<file path="src/hdl/bcc_pkg.sv">
package bcc_pkg;

   // status from the shared multiply/divide unit to the sequencer
   typedef struct packed {
      logic done;
      logic overflow;
   } mdu_status_type;

endpackage

</file>
<file path="src/hdl/bcc_muldiv.sv">
module bcc_muldiv #(
   parameter int OPERAND_BITS = 8,
   parameter int RESULT_BITS  = 64
) (
   input  logic                       clock,
   input  logic                       reset,
   input  logic                       start,
   input  logic [RESULT_BITS-1:0]     value,
   input  logic [OPERAND_BITS-1:0]    factor,
   input  logic [OPERAND_BITS-1:0]    divisor,
   output logic [RESULT_BITS-1:0]     quotient,
   output bcc_pkg::mdu_status_type    status
);
   import bcc_pkg::*;

   localparam int W        = RESULT_BITS + OPERAND_BITS;
   localparam int CNT_BITS = $clog2(W);

   localparam logic [1:0] PH_IDLE = 2'd0;
   localparam logic [1:0] PH_MUL  = 2'd1;
   localparam logic [1:0] PH_DIV  = 2'd2;

   logic [1:0]              phase_ff, phase_in;
   logic [CNT_BITS-1:0]     cnt_ff, cnt_in;
   logic                    done_ff, done_in;
   logic [W-1:0]            acc_ff, acc_in;
   logic [RESULT_BITS-1:0]  value_ff, value_in;
   logic [OPERAND_BITS-1:0] factor_ff, factor_in;
   logic [OPERAND_BITS-1:0] divisor_ff, divisor_in;
   logic [OPERAND_BITS-1:0] rem_ff, rem_in;

   // the one adder, shared by the shift-add and the shift-subtract passes
   logic [W-1:0]            add_a, add_b;
   logic                    add_cin;
   logic [W:0]              add_sum;
   logic [OPERAND_BITS:0]   rem_shift;
   logic                    fits;

   assign rem_shift = {rem_ff, acc_ff[W-1]};
   assign add_sum   = {1'b0, add_a} + {1'b0, add_b} + (W+1)'(add_cin);
   // carry out of a + ~b + 1 means a >= b
   assign fits      = add_sum[W];

   always_comb begin
      if (phase_ff == PH_MUL) begin
         add_a   = {acc_ff[W-2:0], 1'b0};
         add_b   = factor_ff[OPERAND_BITS-1] ? {{OPERAND_BITS{1'b0}}, value_ff} : '0;
         add_cin = 1'b0;
      end else begin
         add_a   = {{(W-OPERAND_BITS-1){1'b0}}, rem_shift};
         add_b   = ~{{RESULT_BITS{1'b0}}, divisor_ff};
         add_cin = 1'b1;
      end
   end

   always_comb begin
      phase_in   = phase_ff;
      cnt_in     = cnt_ff;
      done_in    = 1'b0;
      acc_in     = acc_ff;
      value_in   = value_ff;
      factor_in  = factor_ff;
      divisor_in = divisor_ff;
      rem_in     = rem_ff;
      unique case (phase_ff)
         PH_IDLE: begin
            if (start) begin
               phase_in   = PH_MUL;
               cnt_in     = CNT_BITS'(OPERAND_BITS - 1);
               acc_in     = '0;
               rem_in     = '0;
               value_in   = value;
               factor_in  = factor;
               divisor_in = divisor;
            end
         end
         PH_MUL: begin
            acc_in    = add_sum[W-1:0];
            factor_in = {factor_ff[OPERAND_BITS-2:0], 1'b0};
            if (cnt_ff == '0) begin
               phase_in = PH_DIV;
               cnt_in   = CNT_BITS'(W - 1);
            end else begin
               cnt_in = cnt_ff - 1'b1;
            end
         end
         PH_DIV: begin
            acc_in = {acc_ff[W-2:0], fits};
            rem_in = fits ? add_sum[OPERAND_BITS-1:0] : rem_shift[OPERAND_BITS-1:0];
            if (cnt_ff == '0) begin
               phase_in = PH_IDLE;
               done_in  = 1'b1;
            end else begin
               cnt_in = cnt_ff - 1'b1;
            end
         end
         default: begin
            phase_in = PH_IDLE;
         end
      endcase
   end

   always_ff @(posedge clock) begin
      if (reset) begin
         phase_ff <= PH_IDLE;
         done_ff  <= 1'b0;
      end else begin
         phase_ff <= phase_in;
         done_ff  <= done_in;
      end
   end

   always_ff @(posedge clock) begin
      cnt_ff     <= cnt_in;
      acc_ff     <= acc_in;
      value_ff   <= value_in;
      factor_ff  <= factor_in;
      divisor_ff <= divisor_in;
      rem_ff     <= rem_in;
   end

   assign quotient        = acc_ff[RESULT_BITS-1:0];
   assign status.done     = done_ff;
   assign status.overflow = |acc_ff[W-1:RESULT_BITS];

`ifndef SYNTH
   a_start_idle: assert property (@(posedge clock) disable iff (reset)
      start |-> phase_ff == PH_IDLE)
      else $error("unit started while busy");
   a_start_not_done: assert property (@(posedge clock) disable iff (reset)
      start |=> !status.done && phase_ff == PH_MUL)
      else $error("unit did not enter multiply pass");
   a_done_pulse: assert property (@(posedge clock) disable iff (reset)
      status.done |=> !status.done)
      else $error("done held longer than one cycle");
   a_done_after_div: assert property (@(posedge clock) disable iff (reset)
      $rose(done_ff) |-> $past(phase_ff == PH_DIV))
      else $error("done without divide pass");
`endif

endmodule

</file>
<file path="src/hdl/binomial_coefficient_core.sv">
// Binomial coefficient core: returns n choose k with a saturation flag.
// Request channel: req_valid / req_stall with req_set_size (n) and
// req_choose_count (k). Response channel: rsp_valid / rsp_stall with
// rsp_coefficient and rsp_overflow. A word moves on a rising edge with
// valid high and stall low.
// The core works on one request at a time and stalls the request side
// from acceptance until the result is loaded into the response register.
// It runs r = min(k, n-k) steps, each a multiply by the next numerator
// term then an exact divide by the step index, on one shared shift-add /
// shift-subtract unit. Requests with k > n, k = 0 or k = n go straight to
// the finish state without using the unit. Steps stop at the first
// overflow, so at most 34 steps run with 64-bit results.
// A stalled response holds in its register while the next request is
// accepted and worked on; a finished result then waits for that register.
// Synchronous reset clears the sequencer and drops rsp_valid.
module binomial_coefficient_core #(
   parameter int OPERAND_BITS = 8,
   parameter int RESULT_BITS  = 64
) (
   input  logic                    clock,
   input  logic                    reset,
   input  logic                    req_valid,
   output logic                    req_stall,
   input  logic [OPERAND_BITS-1:0] req_set_size,
   input  logic [OPERAND_BITS-1:0] req_choose_count,
   output logic                    rsp_valid,
   input  logic                    rsp_stall,
   output logic [RESULT_BITS-1:0]  rsp_coefficient,
   output logic                    rsp_overflow
);
   import bcc_pkg::*;

   localparam logic [1:0] S_IDLE   = 2'd0;
   localparam logic [1:0] S_ISSUE  = 2'd1;
   localparam logic [1:0] S_WAIT   = 2'd2;
   localparam logic [1:0] S_FINISH = 2'd3;

   logic [1:0]              state_ff, state_in;
   logic                    rsp_valid_ff, rsp_valid_in;
   logic [RESULT_BITS-1:0]  rsp_coef_ff, rsp_coef_in;
   logic                    rsp_ovf_ff, rsp_ovf_in;
   logic [RESULT_BITS-1:0]  prod_ff, prod_in;
   logic                    ovf_ff, ovf_in;
   logic [OPERAND_BITS-1:0] step_ff, step_in;
   logic [OPERAND_BITS-1:0] last_ff, last_in;
   logic [OPERAND_BITS-1:0] base_ff, base_in;

   logic                    req_take;
   logic                    rsp_free;
   logic [OPERAND_BITS-1:0] n_minus_k;
   logic [OPERAND_BITS-1:0] steps;
   logic [OPERAND_BITS-1:0] step_next;
   logic                    unit_start;
   logic [RESULT_BITS-1:0]  unit_quot;
   mdu_status_type          unit_status;

   assign req_stall = (state_ff != S_IDLE);
   assign req_take  = req_valid && !req_stall;
   assign rsp_free  = !rsp_valid_ff || !rsp_stall;

   assign n_minus_k = req_set_size - req_choose_count;
   assign steps     = (req_choose_count < n_minus_k) ? req_choose_count : n_minus_k;
   assign step_next = step_ff + 1'b1;
   assign unit_start = (state_ff == S_ISSUE);

   bcc_muldiv #(
      .OPERAND_BITS (OPERAND_BITS),
      .RESULT_BITS  (RESULT_BITS)
   ) u_muldiv (
      .clock    (clock),
      .reset    (reset),
      .start    (unit_start),
      .value    (prod_ff),
      .factor   (base_ff + step_next),
      .divisor  (step_next),
      .quotient (unit_quot),
      .status   (unit_status)
   );

   always_comb begin
      state_in     = state_ff;
      prod_in      = prod_ff;
      ovf_in       = ovf_ff;
      step_in      = step_ff;
      last_in      = last_ff;
      base_in      = base_ff;
      rsp_valid_in = rsp_valid_ff && rsp_stall;
      rsp_coef_in  = rsp_coef_ff;
      rsp_ovf_in   = rsp_ovf_ff;
      unique case (state_ff)
         S_IDLE: begin
            if (req_take) begin
               ovf_in  = 1'b0;
               step_in = '0;
               last_in = steps;
               base_in = req_set_size - steps;
               if (req_choose_count > req_set_size) begin
                  prod_in  = '0;
                  state_in = S_FINISH;
               end else begin
                  prod_in  = RESULT_BITS'(1);
                  state_in = (steps == '0) ? S_FINISH : S_ISSUE;
               end
            end
         end
         S_ISSUE: begin
            step_in  = step_next;
            state_in = S_WAIT;
         end
         S_WAIT: begin
            if (unit_status.done) begin
               if (unit_status.overflow) begin
                  prod_in  = '1;
                  ovf_in   = 1'b1;
                  state_in = S_FINISH;
               end else begin
                  prod_in  = unit_quot;
                  state_in = (step_ff == last_ff) ? S_FINISH : S_ISSUE;
               end
            end
         end
         S_FINISH: begin
            if (rsp_free) begin
               rsp_valid_in = 1'b1;
               rsp_coef_in  = prod_ff;
               rsp_ovf_in   = ovf_ff;
               state_in     = S_IDLE;
            end
         end
         default: begin
            state_in = S_IDLE;
         end
      endcase
   end

   always_ff @(posedge clock) begin
      if (reset) begin
         state_ff     <= S_IDLE;
         rsp_valid_ff <= 1'b0;
      end else begin
         state_ff     <= state_in;
         rsp_valid_ff <= rsp_valid_in;
      end
   end

   always_ff @(posedge clock) begin
      prod_ff     <= prod_in;
      ovf_ff      <= ovf_in;
      step_ff     <= step_in;
      last_ff     <= last_in;
      base_ff     <= base_in;
      rsp_coef_ff <= rsp_coef_in;
      rsp_ovf_ff  <= rsp_ovf_in;
   end

   assign rsp_valid       = rsp_valid_ff;
   assign rsp_coefficient = rsp_coef_ff;
   assign rsp_overflow    = rsp_ovf_ff;

`ifndef SYNTH
   a_busy_after_take: assert property (@(posedge clock) disable iff (reset)
      req_take |=> req_stall)
      else $error("request side open right after a word was taken");
   a_ovf_saturates: assert property (@(posedge clock) disable iff (reset)
      rsp_valid && rsp_overflow |-> &rsp_coefficient)
      else $error("overflow without saturated coefficient");
   a_load_from_finish: assert property (@(posedge clock) disable iff (reset)
      $rose(rsp_valid_ff) |-> $past(state_ff == S_FINISH))
      else $error("response loaded outside finish");
   a_step_bound: assert property (@(posedge clock) disable iff (reset)
      state_ff == S_WAIT |-> step_ff != '0 && step_ff <= last_ff)
      else $error("step index out of range");
`endif

endmodule

</file>
<file path="config.mk">
export PLATFORM = sky130hd
export DESIGN_NAME = binomial_coefficient_core
export DESIGN_NICKNAME = d
export VERILOG_FILES = /design/src/hdl/bcc_pkg.sv /design/src/hdl/bcc_muldiv.sv /design/src/hdl/binomial_coefficient_core.sv
export SDC_FILE = /design/constraint.sdc
export NUM_CORES = 1
export LEC_CHECK = 0
export BUFFER_PORTS_ARGS = -buffer_cell sky130_fd_sc_hd__buf_2
export CAP_MARGIN = 20
export CORE_UTILIZATION = 38
export DETAILED_ROUTE_END_ITERATION = 8
export GPL_TIMING_DRIVEN = 0
export PLACE_DENSITY = 0.52
export SLEW_MARGIN = 20
export SYNTH_ARGS = -nofsm -noshare
export SYNTH_HDL_FRONTEND = slang
export SYNTH_HIERARCHICAL = 1
export SYNTH_SLANG_ARGS = --single-unit
export TNS_END_PERCENT = 1
</file>
<file path="constraint.sdc">
create_clock -name clock -period 5.9 [get_ports clock]
set_clock_uncertainty 0.05 [all_clocks]
set_input_delay 0.59 -clock clock [delete_from_list [all_inputs] [get_ports clock]]
set_output_delay 0.59 -clock clock [all_outputs]
set_load 0.01 [all_outputs]
</file>
==> results.md <==
- Fmax: 177 MHz
- Worst r2r path cells: 20
- Element type at the critical path end: register
- Yosys Warn Count: 6
- Proportion of netlist area held by the largest area contributor: 0.497
- Endpoint required time on the critical path: 6.15 ns
- Startpoint kind of the worst setup timing path: register
- Most area-hungry cell type in the Yosys netlist: sky130_fd_sc_hd__edfxtp_1
- Mapped Nets: 2,035
- Number of iterations in the first detailed-routing pass: 5
- Area growth from synthesis to layout: 14.5%
- Initial core utilization: 0.386
- Count of distinct cell types in the synthesized netlist: 90
- Area of the multi-input gates: 0.00857 mm²
- Post-route total power: roughly 7.5 mW
- Clk Latency, worst-skew pair: 0.56 ns
- Post-Syn Instances: 1,916
- Worst setup path class: reg -> reg
- Storage cell area: 0.00976 mm²
- Die boundary width: 228 µm
- Final Setup Violations: 0
- Hold-fix buffer count after cts: 0
- Number of antenna-violating nets in the routed design: 0
- Max-slew violation count: 0
- Worst Max-Slew Pin Slew: ~0.98 ns
- Via count of the first global-routing pass: 14,300
- FF-to-FF setup slack: 0.25 ns
- Post-CTS setup-driven buffer insertion count: 0
- Power per cell area: 338 mW/mm²
- Area contributors post-synth: sky130_fd_sc_hd__edfxtp_1, sky130_fd_sc_hd__ha_1, sky130_fd_sc_hd__nand2_1
- RSZ-0062 raised after global routing: false
- Global-route congestion overflow total: 0
- Max cap viols: 0
- I/O pins: 87
- Total global-route track usage: 0.192
- Hold path endpoint: state_ff[0]
- Pin count of the biggest net entering global routing: 41
- Vias per inst: 5.22
- Area of the mapped netlist: 0.0194 mm²
- HPWL after detailed placement: 37,200 µm
- Maximum number of buffers from clock root to sink: 3
- Synthesized area per cell: 10.1 µm²
- Final hold violation count: 0
- Class of the most critical hold timing path: in -> reg
- Post-synth ARST share: 0
- Height of the chip: 228 µm
- Number of placement rows: 82
- Tightest slew margin relative to the limit: 0.350
- FF+latch count, synth: ~330
- Overall routed net length: 49,900 µm
- Count of fill cells added during filler insertion: 4,919
- Tcrit/Tclk final: 0.958
- Area enclosed by the die boundary: 0.0520 mm²
- Total of buffers placed on input and output ports: 85
- Final #Nets: 2,167
- CTS tree: built
- Layout cell share with drive strength beyond 1: 0.141
- Arrival time of the worst setup path: roughly 5.9 ns
- Via count: 14,300
- Endpoint of the lowest-slack register-to-register path: u_muldiv/acc_ff[62]
- CTS clock-pin slew for the worst setup and hold paths: 0.06 ns
- Maximum fanout count along the critical path: 10
- Root Buffer: sky130_fd_sc_hd__clkbuf_16
- H-tree levels: 2
- Summed negative setup slack over all endpoints: 0 ns
- Average routed wire per standard cell: about 18 µm
- Result of the run: finished, final reports clean
- Start point of the worst min-delay path: reset
- Routability Congestion: 0.940
- Core region area: 0.0503 mm²
- First-pass GRT wire length: approximately 80,000 µm
- Primary flip-flop cell chosen by synthesis mapping: sky130_fd_sc_hd__edfxtp_1
- Hold Worst Slack: 0.256 ns
- Number of enable-type register cells in the synthesized netlist: 321
- Worst voltage drop across the vdd grid: 0.194 mV
- Worst R2R Start: u_muldiv/phase_ff[1]
- Number of antenna violations at the first check in global routing: 0
- Drt drc: 0
- Sequential share of the synthesized area: 0.503
- Number of antenna cells inserted: 0
- Number of stages on the worst hold path: 2
- Starting DRC count in detailed routing: approximately 1,000
- Final critical-path required period: 5.65 ns
- P_leak: 8.65 nW
- Number of buffers inserted during clock tree synthesis: 39
- CTS sink count: 327
## kinds of logic (layout without fill, tap and decap cells)
logic type,count (synthesis),after routing,share of synthesized area
AO/OA/AOI/OAI,444,444,0.153
XOR/XNOR,97,97,0.0438
adder cells (fa/ha/maj),105,105,0.0684
buffers and inverters,223,385,0.0568
flip-flops,327,327,0.503
multiplexers,24,24,0.0137
AND/OR/NAND/NOR,696,696,0.161
## what timing repair did
item	4_1_cts	5_1_grt
endpoints found under the setup margin	23	25
resized for setup	4	12
hold endpoints to repair	0	0
pin swaps	0	0
## flip-flops by register name (all words and copies together), names as in the netlist
signal	count
rsp_coefficient	64
ovf_ff	1
u_muldiv/acc_ff	72
u_muldiv/done_ff	1
state_ff	2
u_muldiv/value_ff	64
prod_ff	64
u_muldiv/phase_ff	2
rsp_overflow	1
u_muldiv/cnt_ff	7
u_muldiv/rem_ff	8
u_muldiv/divisor_ff	8
step_ff	8
last_ff	8
u_muldiv/factor_ff	8
rsp_valid	1
base_ff	8
## stage by stage
| step | util | worst slack (ns) | std cells | area, µm² |
|---|---|---|---|---|
| after global placement | 0.411 | -0.688 | 2673 | 20700 |
| after floorplan | - | 0.782 | 1916 | 19400 |
| after detailed placement | 0.415 | -0.367 | 2681 | 20900 |
| after CTS | 0.441 | 0.0325 | 2751 | 22200 |
| final | 0.442 | 0.247 | 2750 | 22200 |
| after global routing | 0.442 | 0.00242 | 2750 | 22200 |
## area by class of cell
cell class	instances	share of cell area
clock buffers	47	0.0457
inverters	72	0.0125
plain buffers	149	0.0375
clock inverters	24	0.0140
multi-input cells	1366	0.386
repair buffers	93	0.0273
well taps	672	0.0379
flip-flops and latches	327	0.439
## worst max-delay path: stages (launching register included)
cell and delay (ns):
sky130_fd_sc_hd__dfxtp_1 0.40, sky130_fd_sc_hd__inv_1 0.10, sky130_fd_sc_hd__ha_1 0.18, sky130_fd_sc_hd__buf_2 0.18
sky130_fd_sc_hd__clkbuf_2 0.24, sky130_fd_sc_hd__clkbuf_2 0.25, sky130_fd_sc_hd__o21ai_2 0.21, sky130_fd_sc_hd__ha_1 0.26
sky130_fd_sc_hd__nor2b_1 0.17, sky130_fd_sc_hd__or2_2 0.29, sky130_fd_sc_hd__fa_1 0.42, sky130_fd_sc_hd__a211o_1 0.39
sky130_fd_sc_hd__a2111oi_2 0.37, sky130_fd_sc_hd__o221ai_2 0.22, sky130_fd_sc_hd__a21oi_4 0.23, sky130_fd_sc_hd__o311ai_4 0.15
sky130_fd_sc_hd__a21o_4 0.28, sky130_fd_sc_hd__a31oi_4 0.28, sky130_fd_sc_hd__nor3_1 0.13, sky130_fd_sc_hd__or3_1 0.32
sky130_fd_sc_hd__a32o_1 0.26
## Yosys cell counts (7+ instances only)
master,instances
sky130_fd_sc_hd__edfxtp_1,321
sky130_fd_sc_hd__nand2_1,250
sky130_fd_sc_hd__nor2_1,236
sky130_fd_sc_hd__a21oi_1,112
sky130_fd_sc_hd__o21ai_0,109
sky130_fd_sc_hd__ha_1,96
sky130_fd_sc_hd__clkbuf_1,72
sky130_fd_sc_hd__inv_1,71
sky130_fd_sc_hd__and2_1,65
sky130_fd_sc_hd__buf_4,65
sky130_fd_sc_hd__xnor2_1,62
sky130_fd_sc_hd__a21o_1,36
sky130_fd_sc_hd__xor2_1,35
sky130_fd_sc_hd__a22oi_1,32
sky130_fd_sc_hd__nor3_1,27
sky130_fd_sc_hd__nand3_1,25
sky130_fd_sc_hd__nand4_1,25
sky130_fd_sc_hd__o21a_1,20
sky130_fd_sc_hd__o21bai_1,17
sky130_fd_sc_hd__mux2_2,16
sky130_fd_sc_hd__nor2b_1,13
sky130_fd_sc_hd__o211ai_1,11
sky130_fd_sc_hd__or3_1,10
sky130_fd_sc_hd__a31oi_1,9
sky130_fd_sc_hd__buf_1,9
sky130_fd_sc_hd__o31ai_1,9
sky130_fd_sc_hd__a21boi_0,8
sky130_fd_sc_hd__mux2i_1,7
sky130_fd_sc_hd__nand2b_1,7
sky130_fd_sc_hd__o31a_1,7
sky130_fd_sc_hd__or4_1,7
## per-layer routing
layer | share of wire | global-route usage | up-vias | wire length, µm
li1 | - | - | 7098 | -
met1 | 0.48 | 0.265 | 6840 | 23800
met2 | 0.45 | 0.305 | 313 | 22500
met3 | 0.045 | 0.0355 | 91 | 2270
met4 | 0.028 | 0.0629 | 0 | 1410
met5 | 0 | 0 | - | 0
## cell usage in the layout (no fill, tap or decap), drive strengths merged, types with 7 or more instances in the layout
master | netlist | routed
a21boi | 12 | 12
a21o | 39 | 39
a21oi | 116 | 116
a22oi | 32 | 32
a31oi | 11 | 11
and2 | 65 | 65
and3 | 7 | 7
buf | 78 | 170
bufinv | 0 | 7
clkbuf | 73 | 119
clkinv | 0 | 12
edfxtp | 321 | 321
ha | 96 | 96
inv | 72 | 75
mux2 | 17 | 17
mux2i | 7 | 7
nand2 | 250 | 250
nand2b | 7 | 7
nand3 | 25 | 25
nand4 | 25 | 25
nor2 | 236 | 236
nor2b | 14 | 14
nor3 | 27 | 27
o211ai | 11 | 11
o21a | 20 | 20
o21ai | 114 | 114
o21bai | 17 | 17
o31a | 7 | 7
o31ai | 11 | 11
or3 | 10 | 10
or4 | 7 | 7
xnor2 | 62 | 62
xor2 | 35 | 35
## how the worst max path moves through the flow
stage	slack, ns	from	depth (start not counted)	to
after detailed placement	-0.37	u_muldiv/phase_ff[1]	20	u_muldiv/acc_ff[62]
after global routing	0.002	u_muldiv/phase_ff[1]	20	u_muldiv/acc_ff[62]
final	0.25	u_muldiv/phase_ff[1]	20	u_muldiv/acc_ff[62]
after CTS	0.03	u_muldiv/phase_ff[1]	20	u_muldiv/acc_ff[62]
after global placement	-0.69	state_ff[1]	5	u_muldiv/acc_ff[20]
after floorplan	0.78	u_muldiv/phase_ff[1]	20	u_muldiv/acc_ff[62]
## power breakdown
| group | internal, mW | total, mW | switching (mW) | leakage, nW |
|---|---|---|---|---|
| Clock | 1.54 | 2.51 | 0.972 | 0.647 |
| Combinational | 0.835 | 2.10 | 1.27 | 4.94 |
| Sequential | 2.80 | 2.90 | 0.0969 | 3.06 |
No activity file was read; power rests on OpenSTA's default activity.
